File: config.mk
export PLATFORM = sky130hd
export DESIGN_NAME = timestamp_lru_slot_table_flat
export DESIGN_NICKNAME = d
export VERILOG_FILES = /design/src/rtl/tlst_pkg.sv /design/src/rtl/tlst_req_if.sv /design/src/rtl/tlst_rsp_if.sv /design/src/rtl/timestamp_lru_slot_table.sv /design/src/flat_wrapper.sv
export SDC_FILE = /design/constraint.sdc
export NUM_CORES = 1
export LEC_CHECK = 0
export BUFFER_PORTS_ARGS = -buffer_cell sky130_fd_sc_hd__buf_2
export CORE_MARGIN = 3
export CORE_UTILIZATION = 30
export DETAILED_ROUTE_END_ITERATION = 10
export SYNTH_ARGS = -nofsm -noshare
export SYNTH_HDL_FRONTEND = slang
export SYNTH_SLANG_ARGS = --single-unit
File: constraint.sdc
create_clock -name clk -period 15.8 [get_ports clk]
set_input_delay 3.16 -clock clk [delete_from_list [all_inputs] [get_ports clk]]
set_output_delay 3.16 -clock clk [all_outputs]
set_load 0.02 [all_outputs]
File: src/rtl/tlst_pkg.sv
// ----------------------------------------------------------------------------
// tlst_pkg
// shared constants and codes for the timestamp lru slot table
// ----------------------------------------------------------------------------
package tlst_pkg;

  // table geometry
  localparam int MAX_ENTRIES = 16;
  localparam int IDX_W       = $clog2(MAX_ENTRIES);
  localparam int CNT_W       = $clog2(MAX_ENTRIES + 1);

  // field widths
  localparam int KEY_W  = 32;
  localparam int TIME_W = 32;
  localparam int SLOT_W = 4;

  // configuration register
  localparam int               CFG_W     = 5;
  localparam logic [CFG_W-1:0] CFG_RESET = 5'd16;

  // apb port
  localparam int PADDR_W = 3;
  localparam int PDATA_W = 32;
  localparam int REG_W   = PADDR_W - 2;

  // register indexes
  localparam logic [REG_W-1:0] REG_ENTRIES_IN_USE = 1'b0;

  // request opcodes
  localparam logic OP_LOOKUP = 1'b0;
  localparam logic OP_INSERT = 1'b1;

endpackage

File: src/rtl/tlst_req_if.sv
// ----------------------------------------------------------------------------
// tlst_req_if
// request channel: opcode, key and use time with valid/ready
// ----------------------------------------------------------------------------
interface tlst_req_if;
  import tlst_pkg::*;

  logic              valid;
  logic              ready;
  logic              opcode;
  logic [KEY_W-1:0]  key;
  logic [TIME_W-1:0] use_time;

  modport source (output valid, output opcode, output key, output use_time, input ready);
  modport sink   (input valid, input opcode, input key, input use_time, output ready);
endinterface

File: src/rtl/tlst_rsp_if.sv
// ----------------------------------------------------------------------------
// tlst_rsp_if
// response channel: hit, slot and eviction report with valid/ready
// ----------------------------------------------------------------------------
interface tlst_rsp_if;
  import tlst_pkg::*;

  logic              valid;
  logic              ready;
  logic              hit;
  logic [SLOT_W-1:0] slot;
  logic              evicted;
  logic [KEY_W-1:0]  evicted_key;

  modport source (output valid, output hit, output slot, output evicted,
                  output evicted_key, input ready);
  modport sink   (input valid, input hit, input slot, input evicted,
                  input evicted_key, output ready);
endinterface

File: src/rtl/timestamp_lru_slot_table.sv
// ----------------------------------------------------------------------------
// timestamp_lru_slot_table
// requests: one in flight at a time; the slot scan reads one key/time entry
//   per cycle through a single comparator
// reset: synchronous, clears all valid bits, sets entries_in_use to 16
// ----------------------------------------------------------------------------
module timestamp_lru_slot_table (
  input  logic                          clk,
  input  logic                          rst,
  tlst_req_if.sink                      req,
  tlst_rsp_if.source                    rsp,
  input  logic                          psel,
  input  logic                          penable,
  input  logic                          pwrite,
  input  logic [tlst_pkg::PADDR_W-1:0]  paddr,
  input  logic [tlst_pkg::PDATA_W-1:0]  pwdata,
  output logic [tlst_pkg::PDATA_W-1:0]  prdata,
  output logic                          pready
);
  import tlst_pkg::*;

  // sequencer states
  localparam logic [1:0] ST_IDLE  = 2'd0;
  localparam logic [1:0] ST_SCAN  = 2'd1;
  localparam logic [1:0] ST_WRITE = 2'd2;

  // configuration
  logic [CFG_W-1:0] entries_in_use;
  logic [REG_W-1:0] reg_idx;
  logic             cfg_wr;
  logic [CNT_W-1:0] n_act;

  // slot storage: valid bits in flops, key and time in memories
  logic [MAX_ENTRIES-1:0] slot_valid;
  logic [KEY_W-1:0]       slot_key  [MAX_ENTRIES];
  logic [TIME_W-1:0]      slot_time [MAX_ENTRIES];

  // sequencer
  logic [1:0]       state;
  logic [CNT_W-1:0] rd_idx;
  logic             ev_pend;
  logic [IDX_W-1:0] ev_idx;
  logic             last_eval;
  logic             req_take;

  // latched request
  logic              req_op;
  logic [KEY_W-1:0]  req_key;
  logic [TIME_W-1:0] req_time;

  // registered memory read data
  logic [KEY_W-1:0]  rd_key;
  logic [TIME_W-1:0] rd_time;

  // scan results
  logic              hit_found;
  logic [IDX_W-1:0]  match_idx;
  logic              free_found;
  logic [IDX_W-1:0]  free_idx;
  logic [IDX_W-1:0]  best_idx;
  logic [TIME_W-1:0] best_time;
  logic [KEY_W-1:0]  best_key;

  // shared comparator
  logic [KEY_W-1:0] cmp_a;
  logic [KEY_W-1:0] cmp_b;
  logic [KEY_W:0]   cmp_diff;
  logic             cmp_eq;
  logic             cmp_lt;
  logic             ev_slot_valid;

  logic [IDX_W-1:0] wr_idx;

  // --------------------------------------------------------------------------
  // apb register: one register, index taken from the word address
  // --------------------------------------------------------------------------
  assign pready  = 1'b1;
  assign reg_idx = paddr[PADDR_W-1:2];
  assign cfg_wr  = psel && penable && pwrite && (reg_idx == REG_ENTRIES_IN_USE);

  always_comb begin
    if (reg_idx == REG_ENTRIES_IN_USE) begin
      prdata = PDATA_W'(entries_in_use);
    end else begin
      prdata = '0;
    end
  end

  // zero acts as one, anything above the table size is clamped
  always_comb begin
    if (entries_in_use == '0) begin
      n_act = CNT_W'(1);
    end else if (32'(entries_in_use) > 32'(MAX_ENTRIES)) begin
      n_act = CNT_W'(MAX_ENTRIES);
    end else begin
      n_act = CNT_W'(entries_in_use);
    end
  end

  // --------------------------------------------------------------------------
  // handshake: a new request may enter in the same cycle the previous
  // response transfers out
  // --------------------------------------------------------------------------
  assign req.ready = (state == ST_IDLE) && (!rsp.valid || rsp.ready);
  assign req_take  = req.valid && req.ready;

  // --------------------------------------------------------------------------
  // shared compare unit
  // lookup: equality of stored key against request key
  // insert: stored time below the oldest time seen so far
  // --------------------------------------------------------------------------
  assign cmp_a         = (req_op == OP_INSERT) ? rd_time : rd_key;
  assign cmp_b         = (req_op == OP_INSERT) ? best_time : req_key;
  assign cmp_diff      = {1'b0, cmp_a} - {1'b0, cmp_b};
  assign cmp_eq        = (cmp_diff[KEY_W-1:0] == '0);
  assign cmp_lt        = cmp_diff[KEY_W];
  assign ev_slot_valid = slot_valid[ev_idx];

  // last slot of the active range is being evaluated
  assign last_eval = (CNT_W'(ev_idx) == n_act - CNT_W'(1));

  // lowest empty slot wins, else the oldest one
  assign wr_idx = free_found ? free_idx : best_idx;

  // --------------------------------------------------------------------------
  // control: sequencer, valid bits, response valid, configuration
  // --------------------------------------------------------------------------
  always_ff @(posedge clk) begin
    if (rst) begin
      state          <= ST_IDLE;
      rd_idx         <= '0;
      ev_pend        <= 1'b0;
      slot_valid     <= '0;
      rsp.valid      <= 1'b0;
      entries_in_use <= CFG_RESET;
    end else begin
      if (cfg_wr) begin
        entries_in_use <= pwdata[CFG_W-1:0];
      end
      if (rsp.valid && rsp.ready) begin
        rsp.valid <= 1'b0;
      end
      unique case (state)
        ST_IDLE: begin
          if (req_take) begin
            rd_idx  <= '0;
            ev_pend <= 1'b0;
            state   <= ST_SCAN;
          end
        end
        ST_SCAN: begin
          // issue one memory read per cycle, evaluate it in the following cycle
          if (rd_idx < n_act) begin
            ev_pend <= 1'b1;
            rd_idx  <= rd_idx + CNT_W'(1);
          end else begin
            ev_pend <= 1'b0;
          end
          if (ev_pend && last_eval) begin
            state <= ST_WRITE;
          end
        end
        ST_WRITE: begin
          if (req_op == OP_INSERT) begin
            slot_valid[wr_idx] <= 1'b1;
          end
          rsp.valid <= 1'b1;
          state     <= ST_IDLE;
        end
        default: begin
          state <= ST_IDLE;
        end
      endcase
    end
  end

  // --------------------------------------------------------------------------
  // datapath: request latch, scan bookkeeping, response payload
  // --------------------------------------------------------------------------
  always_ff @(posedge clk) begin
    if (req_take) begin
      req_op     <= req.opcode;
      req_key    <= req.key;
      req_time   <= req.use_time;
      hit_found  <= 1'b0;
      free_found <= 1'b0;
    end

    if (state == ST_SCAN && rd_idx < n_act) begin
      ev_idx <= rd_idx[IDX_W-1:0];
    end

    if (state == ST_SCAN && ev_pend) begin
      if (req_op == OP_LOOKUP) begin
        if (!hit_found && ev_slot_valid && cmp_eq) begin
          hit_found <= 1'b1;
          match_idx <= ev_idx;
        end
      end else begin
        if (!free_found && !ev_slot_valid) begin
          free_found <= 1'b1;
          free_idx   <= ev_idx;
        end
        // strict compare keeps the lowest index on a tie
        if (ev_idx == '0 || cmp_lt) begin
          best_idx  <= ev_idx;
          best_time <= rd_time;
          best_key  <= rd_key;
        end
      end
    end

    if (state == ST_WRITE) begin
      if (req_op == OP_LOOKUP) begin
        rsp.hit         <= hit_found;
        rsp.slot        <= hit_found ? SLOT_W'(match_idx) : '0;
        rsp.evicted     <= 1'b0;
        rsp.evicted_key <= '0;
      end else begin
        rsp.hit         <= 1'b0;
        rsp.slot        <= SLOT_W'(wr_idx);
        rsp.evicted     <= !free_found;
        rsp.evicted_key <= free_found ? '0 : best_key;
      end
    end
  end

  // --------------------------------------------------------------------------
  // key and time memories: one write port, one registered read port
  // --------------------------------------------------------------------------
  always_ff @(posedge clk) begin
    if (state == ST_WRITE && req_op == OP_INSERT) begin
      slot_key[wr_idx]  <= req_key;
      slot_time[wr_idx] <= req_time;
    end
    rd_key  <= slot_key[rd_idx[IDX_W-1:0]];
    rd_time <= slot_time[rd_idx[IDX_W-1:0]];
  end

`ifndef NO_ASSERTIONS
  // a response only waits while the sequencer is idle
  a_rsp_only_idle: assert property (@(posedge clk) disable iff (rst)
    rsp.valid |-> state == ST_IDLE)
    else $error("response pending outside idle");

  // a response appears only after the write step
  a_rsp_after_write: assert property (@(posedge clk) disable iff (rst)
    $rose(rsp.valid) |-> $past(state) == ST_WRITE)
    else $error("response raised without write step");

  // a hit and an eviction never come together
  a_hit_not_evict: assert property (@(posedge clk) disable iff (rst)
    rsp.valid |-> !(rsp.hit && rsp.evicted))
    else $error("hit and eviction in one response");

  // an inserted slot is valid afterward
  a_insert_sets_valid: assert property (@(posedge clk) disable iff (rst)
    (state == ST_WRITE && req_op == OP_INSERT) |=> slot_valid[$past(wr_idx)])
    else $error("inserted slot not marked valid");

  // the scan never runs past the active range
  a_scan_in_range: assert property (@(posedge clk) disable iff (rst)
    state == ST_SCAN |-> rd_idx <= n_act)
    else $error("scan index beyond active slots");
`endif

endmodule

File: src/flat_wrapper.sv
// flat-port wrapper written by rule: the top's interface ports become plain ports
module timestamp_lru_slot_table_flat import tlst_pkg::*;
  (clk, rst, psel, penable, pwrite, paddr, pwdata, prdata, pready, req_valid, req_opcode, req_key, req_use_time, req_ready, rsp_valid, rsp_hit, rsp_slot, rsp_evicted, rsp_evicted_key, rsp_ready);
  tlst_req_if req_i ();
  tlst_rsp_if rsp_i ();
  input  logic clk;
  input  logic rst;
  input  logic psel;
  input  logic penable;
  input  logic pwrite;
  input  logic [tlst_pkg::PADDR_W-1:0] paddr;
  input  logic [tlst_pkg::PDATA_W-1:0] pwdata;
  output logic [tlst_pkg::PDATA_W-1:0] prdata;
  output logic pready;
  input wire logic [$bits(req_i.valid)-1:0] req_valid;
  input wire logic [$bits(req_i.opcode)-1:0] req_opcode;
  input wire logic [$bits(req_i.key)-1:0] req_key;
  input wire logic [$bits(req_i.use_time)-1:0] req_use_time;
  output wire logic [$bits(req_i.ready)-1:0] req_ready;
  output wire logic [$bits(rsp_i.valid)-1:0] rsp_valid;
  output wire logic [$bits(rsp_i.hit)-1:0] rsp_hit;
  output wire logic [$bits(rsp_i.slot)-1:0] rsp_slot;
  output wire logic [$bits(rsp_i.evicted)-1:0] rsp_evicted;
  output wire logic [$bits(rsp_i.evicted_key)-1:0] rsp_evicted_key;
  input wire logic [$bits(rsp_i.ready)-1:0] rsp_ready;
  assign req_i.valid = req_valid;
  assign req_i.opcode = req_opcode;
  assign req_i.key = req_key;
  assign req_i.use_time = req_use_time;
  assign req_ready = req_i.ready;
  assign rsp_valid = rsp_i.valid;
  assign rsp_hit = rsp_i.hit;
  assign rsp_slot = rsp_i.slot;
  assign rsp_evicted = rsp_i.evicted;
  assign rsp_evicted_key = rsp_i.evicted_key;
  assign rsp_i.ready = rsp_ready;
  timestamp_lru_slot_table u_core (.clk(clk), .rst(rst), .req(req_i), .rsp(rsp_i), .psel(psel), .penable(penable), .pwrite(pwrite), .paddr(paddr), .pwdata(pwdata), .prdata(prdata), .pready(pready));
endmodule
==> metrics.csv, run 1 <==
stage,metric,value,unit
outcome,status,"complete, no violations",
global_routing,antenna_found_initial,7,
synthesis,synth_edf_count,1207,
synthesis,yosys-top-cells-area,"edfxtp_1, mux4_2, dfxtp_1, ha_1, mux2i_1",
pwr,vdd_drop_max,0.1115,mV
floorplan,rows,149,
drt,dr.pass1.iters,5,
drt,wl,118.2,mm
floorplan,die_h,414.0,um
synthesis,yosysWarnings,0,
drt,drt-initial-drc-count,2223,
synthesis,synth_top_cell_by_area,edfxtp_1,
floorplan,dieArea,0.1714,mm2
synthesis,async_flop_share,0,%
setup_path,critPathRequiredTime,12.64,ns
global_routing,grt_max_degree,96,
setup_path,critPathLaunchType,primary input,
sta,finalSetupViolCount,0,
final_layout,syn2layout_area_growth,15.70,%
place,dpl_cell_area,0.05326,mm2
drt,dr_total_vias,23378,
pwr,p_leak,18.01,nW
sta,min_period_over_period,45.49,%
final_layout,post-route-cell-area,0.05779,mm2
pwr,power_density,128.1,mW/mm2
setup_path,worstPathMaxFanout,2,
sta,slew_viol_final,0,
floorplan,die-width,414.0,um
hold_path,min_path_type,reg -> reg,
final_layout,instances_no_fill,4834,
global_routing,grt_first_pass_wirelength,171.9,mm
sta,period_needed,7.187,ns
setup_path,cp.arrival,4.03,ns
floorplan,start_util,30.24,%
clock_network,clockRootBuffer,clkbuf_16,
global_routing,grt_pass1_vias,23916,
sta,worstMarginPinSlew,1.258,ns
drt,wl_per_cell,24.45,um
sta,max-slew-margin-rel,15.92,%
place,placed_cells,4575,
clock_network,cts_tree,yes,
pwr,report.power.total,7.400,mW
setup_path,critPathKind,in -> out,
sta,skew,0.02787,ns
global_routing,overflow,0,
synthesis,yosysSeqAreaShare,76.42,%
clock_network,numCtsBuffers,141,
synthesis,synth_top_area_share,72.57,%
synthesis,syn-cell-area,0.04995,mm2
synthesis,synth_cell_types,68,
synthesis,synth_cells,2329,
final_layout,drive_gt1_share,28.59,%
drt,ant_nets,0,
floorplan,num_io_pins,180,
clock_network,clockBufferDepth,3,
sta,fin_setup_tns,0,ns
sta,final_hold_viol_count,0,
floorplan,core_area,0.1652,mm2
sta,rsz0062_at_grt,false,
synthesis,ys_ff_latch,1303,
drt,vias_per_cell,4.836,
final_layout,final_nets,2675,
place,dpl.hpwl,64.36,mm
synthesis,synthFlopType,edfxtp_1,
clock_network,ctsHtreeMaxLevel,4,
clock_network,cts_setup_buffers,0,
clock_network,clkTransAtPathRegs,0.06,ns
clock_network,cts_hold_buf,0,
global_routing,globalRouteTotalUtil,13.65,%
place,io_buffers,122,
final_layout,fin_util,34.98,%
synthesis,syn_avg_cell_area,21.44,um2
clock_network,cts_sinks,1303,
drt,post-route-drc-count,0,
clock_network,cts_resized,0,
clock_network,clock_latency,0.74,ns
setup_path,endpoint_kind,output port,
sta,timing.fmax,139.1,MHz
place,place_congestion,0.8654,
job,maxCapViolations,0,
per-layer routing:
metal  share of wire, %  global-route usage (%)
met5              0.018                       0
met4                2.1                   3.794
met3                5.2                   2.461
met2                 49                   22.16
met1                 44                   18.89
final cells by class:
type	instances	area, um2
Fill cell	15240	107400
Antenna cell	1	2.502
Multi-Input combinational cell	894	11310
Clock buffer	200	3926
Tap cell	2189	2739
Inverter	26	100.1
Clock inverter	58	598.1
Sequential cell	1303	38180
Timing Repair Buffer	163	930.9
cells in the mapped netlist, types with 8 or more instances:
master    instances
a21o_1            8
a21oi_1          40
a31oi_1          10
and2_1           35
buf_1            30
buf_2            10
buf_4            28
clkbuf_1         64
dfxtp_1          96
edfxtp_1       1207
ha_1             38
inv_1            25
mux2_2           34
mux2i_1          42
mux4_2          325
nand2_1          46
nand2b_1          8
nand3_1          17
nand4_1          10
nor2_1           90
nor2b_1          12
nor3_1            8
o211ai_1          8
o21ai_0          27
xnor2_1          16
state kept, by name, indices dropped and copies added, names as in the netlist, 5 cells and up:
register / flops
u_core.req_key: 32
u_core.slot_valid: 16
u_core.entries_in_use: 5
u_core.slot_time: 512
u_core.rd_time: 32
u_core.best_time: 32
u_core.rd_key: 32
u_core.rsp.evicted_key: 32
u_core.slot_key: 512
u_core.rd_idx: 5
u_core.req_time: 32
u_core.best_key: 32
power breakdown:
part | total, mW | internal, mW | switching (mW)
sequential | 3.86 | 3.80 | 0.0646
combinational | 0.320 | 0.146 | 0.174
clock | 3.22 | 1.90 | 1.31
total | 7.40 | 5.85 | 1.55
metrics by stage:
step	hold slack (ns)	setup WS, ns
after floorplan	0.4027	4.932
after global placement	0.4087	8.435
after detailed placement	0.4135	8.442
after CTS	0.4282	8.441
after global routing	0.4365	8.500
final	0.4301	8.613
cell usage in the layout, fill, tap and decap left out, drive strengths merged, types with 10 or more instances in the layout:
master	n
mux2	34
a21oi	41
o21ai	33
nand4	10
buf	163
nand3	17
clkinv	39
inv	33
edfxtp	1207
xnor2	16
a31oi	10
mux4	325
clkbuf	200
dfxtp	96
nor2	90
ha	38
nand2	46
mux2i	42
bufinv	10
nor2b	12
and2	35
conb	28
cells by family after synthesis:
family	after synthesis	share of synthesized area, %
fa+ha+maj	39	0.9920
flops	1303	76.42
buf+inv	158	1.423
mux	401	16.26
simple gates	256	2.550
other cells	2	0.01504
compound gates	150	1.989
xor+xnor	20	0.3507
critical path, cell delays in order:
cell and delay, ns:
buf_2 0.11, nor2b_1 0.06, nor3_1 0.43, buf_2 0.27
worst paths after layout:
kind                                    endpoint                  startpoint  slack [ns]  cells after the start
setup / recovery                       req_ready                   rsp_ready        8.61                      4
hold / removal    u_core.best_time[13]$_DFFE_PP_  u_core.rd_time[13]$_DFF_P_        0.43                      0
setup reg to reg    u_core.best_idx[1]$_DFFE_PP_     u_core.req_op$_DFFE_PP_        9.89                     14
hold reg to reg   u_core.best_time[13]$_DFFE_PP_  u_core.rd_time[13]$_DFF_P_        0.43                      0
No activity file was read; power rests on OpenSTA's default activity.
==> run 2, diff against run 1 <==
==> constraint.sdc (replaced) <==
create_clock -name clk -period 6.5 [get_ports clk]
set_input_delay 1.3 -clock clk [delete_from_list [all_inputs] [get_ports clk]]
set_output_delay 1.3 -clock clk [all_outputs]
set_load 0.02 [all_outputs]
==> metrics.csv, run 2 (same netlist as run 1, synthesis figures left out) <==
stage,metric,value,unit
outcome,status,"complete, no violations",
hold_path,min_to,u_core.best_time[14]$_DFFE_PP_,
clock_network,numCtsBuffers,137,
sta,min_period_over_period,76.74,%
pwr,report.power.total,17.66,mW
clock_network,clockBufferDepth,3,
setup_path,crit_top_cell,or4_1,
sta,final_hold_viol_count,0,
setup_path,worstPathMaxFanout,67,
floorplan,rows,149,
place,pre_cts_ws,1.494,ns
place,place_congestion,0.8429,
drt,dr.pass1.iters,5,
setup_path,cp.depth,12,
setup_path,cp_slowest_cell,edfxtp_1,
floorplan,die_h,414.0,um
drt,ant_nets,0,
sta,setup_ws,1.512,ns
sta,timing.fmax,200.5,MHz
floorplan,start_util,30.24,%
drt,post-route-drc-count,0,
pwr,power_frac_seq,53.2,%
final_layout,final_nets,2668,
pwr,p_int,13.95,mW
setup_path,crit_buf_inv,1,
sta,skew,0.03905,ns
clock_network,cts_sinks,1303,
place,dpl.hpwl,63.93,mm
setup_path,path_cells,buf_12 -> mux2_2 -> ha_1 -> nand4b_1 -> a31oi_1 -> nor4_1 -> o2111ai_1 -> or4_1 -> or4_1 -> nor3b_2 -> nand4_1 -> nor2_1,
setup_path,path_delay_family,simple AND/OR/NAND/NOR gates,
pwr,vdd_drop_max,0.2685,mV
setup_path,worstReg2RegStart,u_core.req_op$_DFFE_PP_,
final_layout,layout_common_cells,"edfxtp_1, mux4_2, clkbuf_16, buf_2, dfxtp_1",
floorplan,num_io_pins,180,
global_routing,use_met3,2.983,%
place,io_buffers,122,
sta,rsz0062_at_grt,false,
global_routing,use_met1,18.19,%
clock_network,clock_latency,0.77,ns
global_routing,grt_first_pass_wirelength,168.2,mm
place,dpl_cell_area,0.05340,mm2
setup_path,reg2reg_to,u_core.match_idx[2]$_DFFE_PP_,
pwr,clockPowerShare,42.5,%
sta,fin_setup_tns,0,ns
final_layout,reg_top3,"u_core.slot_key (512), u_core.slot_time (512)",
pwr,netSwitchingPower,3.707,mW
global_routing,top_usage_layer,met2,
pwr,power_density,306.1,mW/mm2
setup_path,cp.arrival,5.39,ns
sta,worstMarginPinSlew,1.156,ns
setup_path,cpPeakStageDelay,0.61,ns
floorplan,core_area,0.1652,mm2
final_layout,fin_util,34.94,%
sta,max-slew-margin-rel,22.77,%
final_layout,fillers,15335,
hold_path,min_path_type,reg -> reg,
global_routing,overflow,0,
drt,vias_per_cell,4.789,
final_layout,syn2layout_area_growth,15.54,%
global_routing,grt_pass1_vias,23691,
clock_network,cts_hold_buf,0,
setup_path,r2r_cells,12,
floorplan,die-width,414.0,um
floorplan,dieArea,0.1714,mm2
setup_path,critPathLaunchType,register,
drt,drt-initial-drc-count,2308,
pwr,p_leak,17.91,nW
drt,dr_total_vias,23118,
pwr,swShare,20.99,%
setup_path,reg2reg_slack,1.51,ns
final_layout,layout_commonest_cell,edfxtp_1,
sta,period_needed,4.988,ns
global_routing,grt_max_degree,125,
drt,wl,115.5,mm
setup_path,critPathKind,reg -> reg,
setup_path,critPathRequiredTime,6.90,ns
clock_network,clkTransAtPathRegs,0.06,ns
clock_network,cts_tree,yes,
drt,wl_per_cell,23.93,um
clock_network,clockRootBuffer,clkbuf_16,
clock_network,ctsHtreeMaxLevel,4,
sta,finalSetupViolCount,0,
global_routing,use_met2,21.74,%
global_routing,antenna_found_initial,10,
global_routing,globalRouteTotalUtil,13.33,%
final_layout,post-route-cell-area,0.05771,mm2
clock_network,cts_setup_buffers,0,
hold_path,hold_path.startpoint,u_core.rd_time[14]$_DFF_P_,
setup_path,endpoint_kind,register,
final_layout,drive_gt1_share,28.08,%
pwr,combPwrFrac,4.4,%
clock_network,cts_resized,0,
job,maxCapViolations,0,
sta,slew_viol_final,0,
hold_path,whs_path_depth,0,
run 2: cell type report:
class	instances	area (um2)	share of cell area, %
Sequential cell	1303	38180	66.16
Multi-Input combinational cell	894	11320	19.62
Clock buffer	196	3805	6.593
Tap cell	2189	2739	4.746
Timing Repair Buffer	160	1059	1.834
Clock inverter	53	489.2	0.8478
Inverter	26	100.1	0.1735
Antenna cell	6	15.01	0.02602
run 2: worst max-delay path by stage:
stage                                  startpoint                             to  slack, ns
final                     u_core.req_op$_DFFE_PP_  u_core.match_idx[2]$_DFFE_PP_       1.51
after CTS                 u_core.req_op$_DFFE_PP_  u_core.match_idx[2]$_DFFE_PP_       1.48
after floorplan           u_core.req_op$_DFFE_PP_   u_core.best_idx[0]$_DFFE_PP_       0.47
after global routing      u_core.req_op$_DFFE_PP_   u_core.best_key[8]$_DFFE_PP_       1.24
after detailed placement  u_core.req_op$_DFFE_PP_  u_core.match_idx[0]$_DFFE_PP_       1.49
after global placement    u_core.req_op$_DFFE_PP_   u_core.best_key[4]$_DFFE_PP_       1.54
run 2: metrics by stage:
step	std cells	hold slack [ns]
after floorplan	2355	0.4027
after global placement	4572	0.4074
after detailed placement	4572	0.4139
after CTS	4821	0.4266
after global routing	4822	0.4313
final	4827	0.4264
run 2: power by group through the flow:
stage	Clock (mW)	Combinational, mW	Sequential [mW]
2_1_floorplan	0	0.607	9.48
5_1_grt	8.03	0.843	9.41
4_1_cts	7.69	0.784	9.40
6_report	7.50	0.771	9.39
3_5_place_dp	0	0.782	9.57
3_3_place_gp	0	0.782	9.56
run 2: per-layer routing:
metal / vias up / wire length (um)
li1: 10005 / -
met1: 12253 / 50150
met2: 697 / 56110
met3: 157 / 7092
met4: 6 / 2118
met5: - / 34
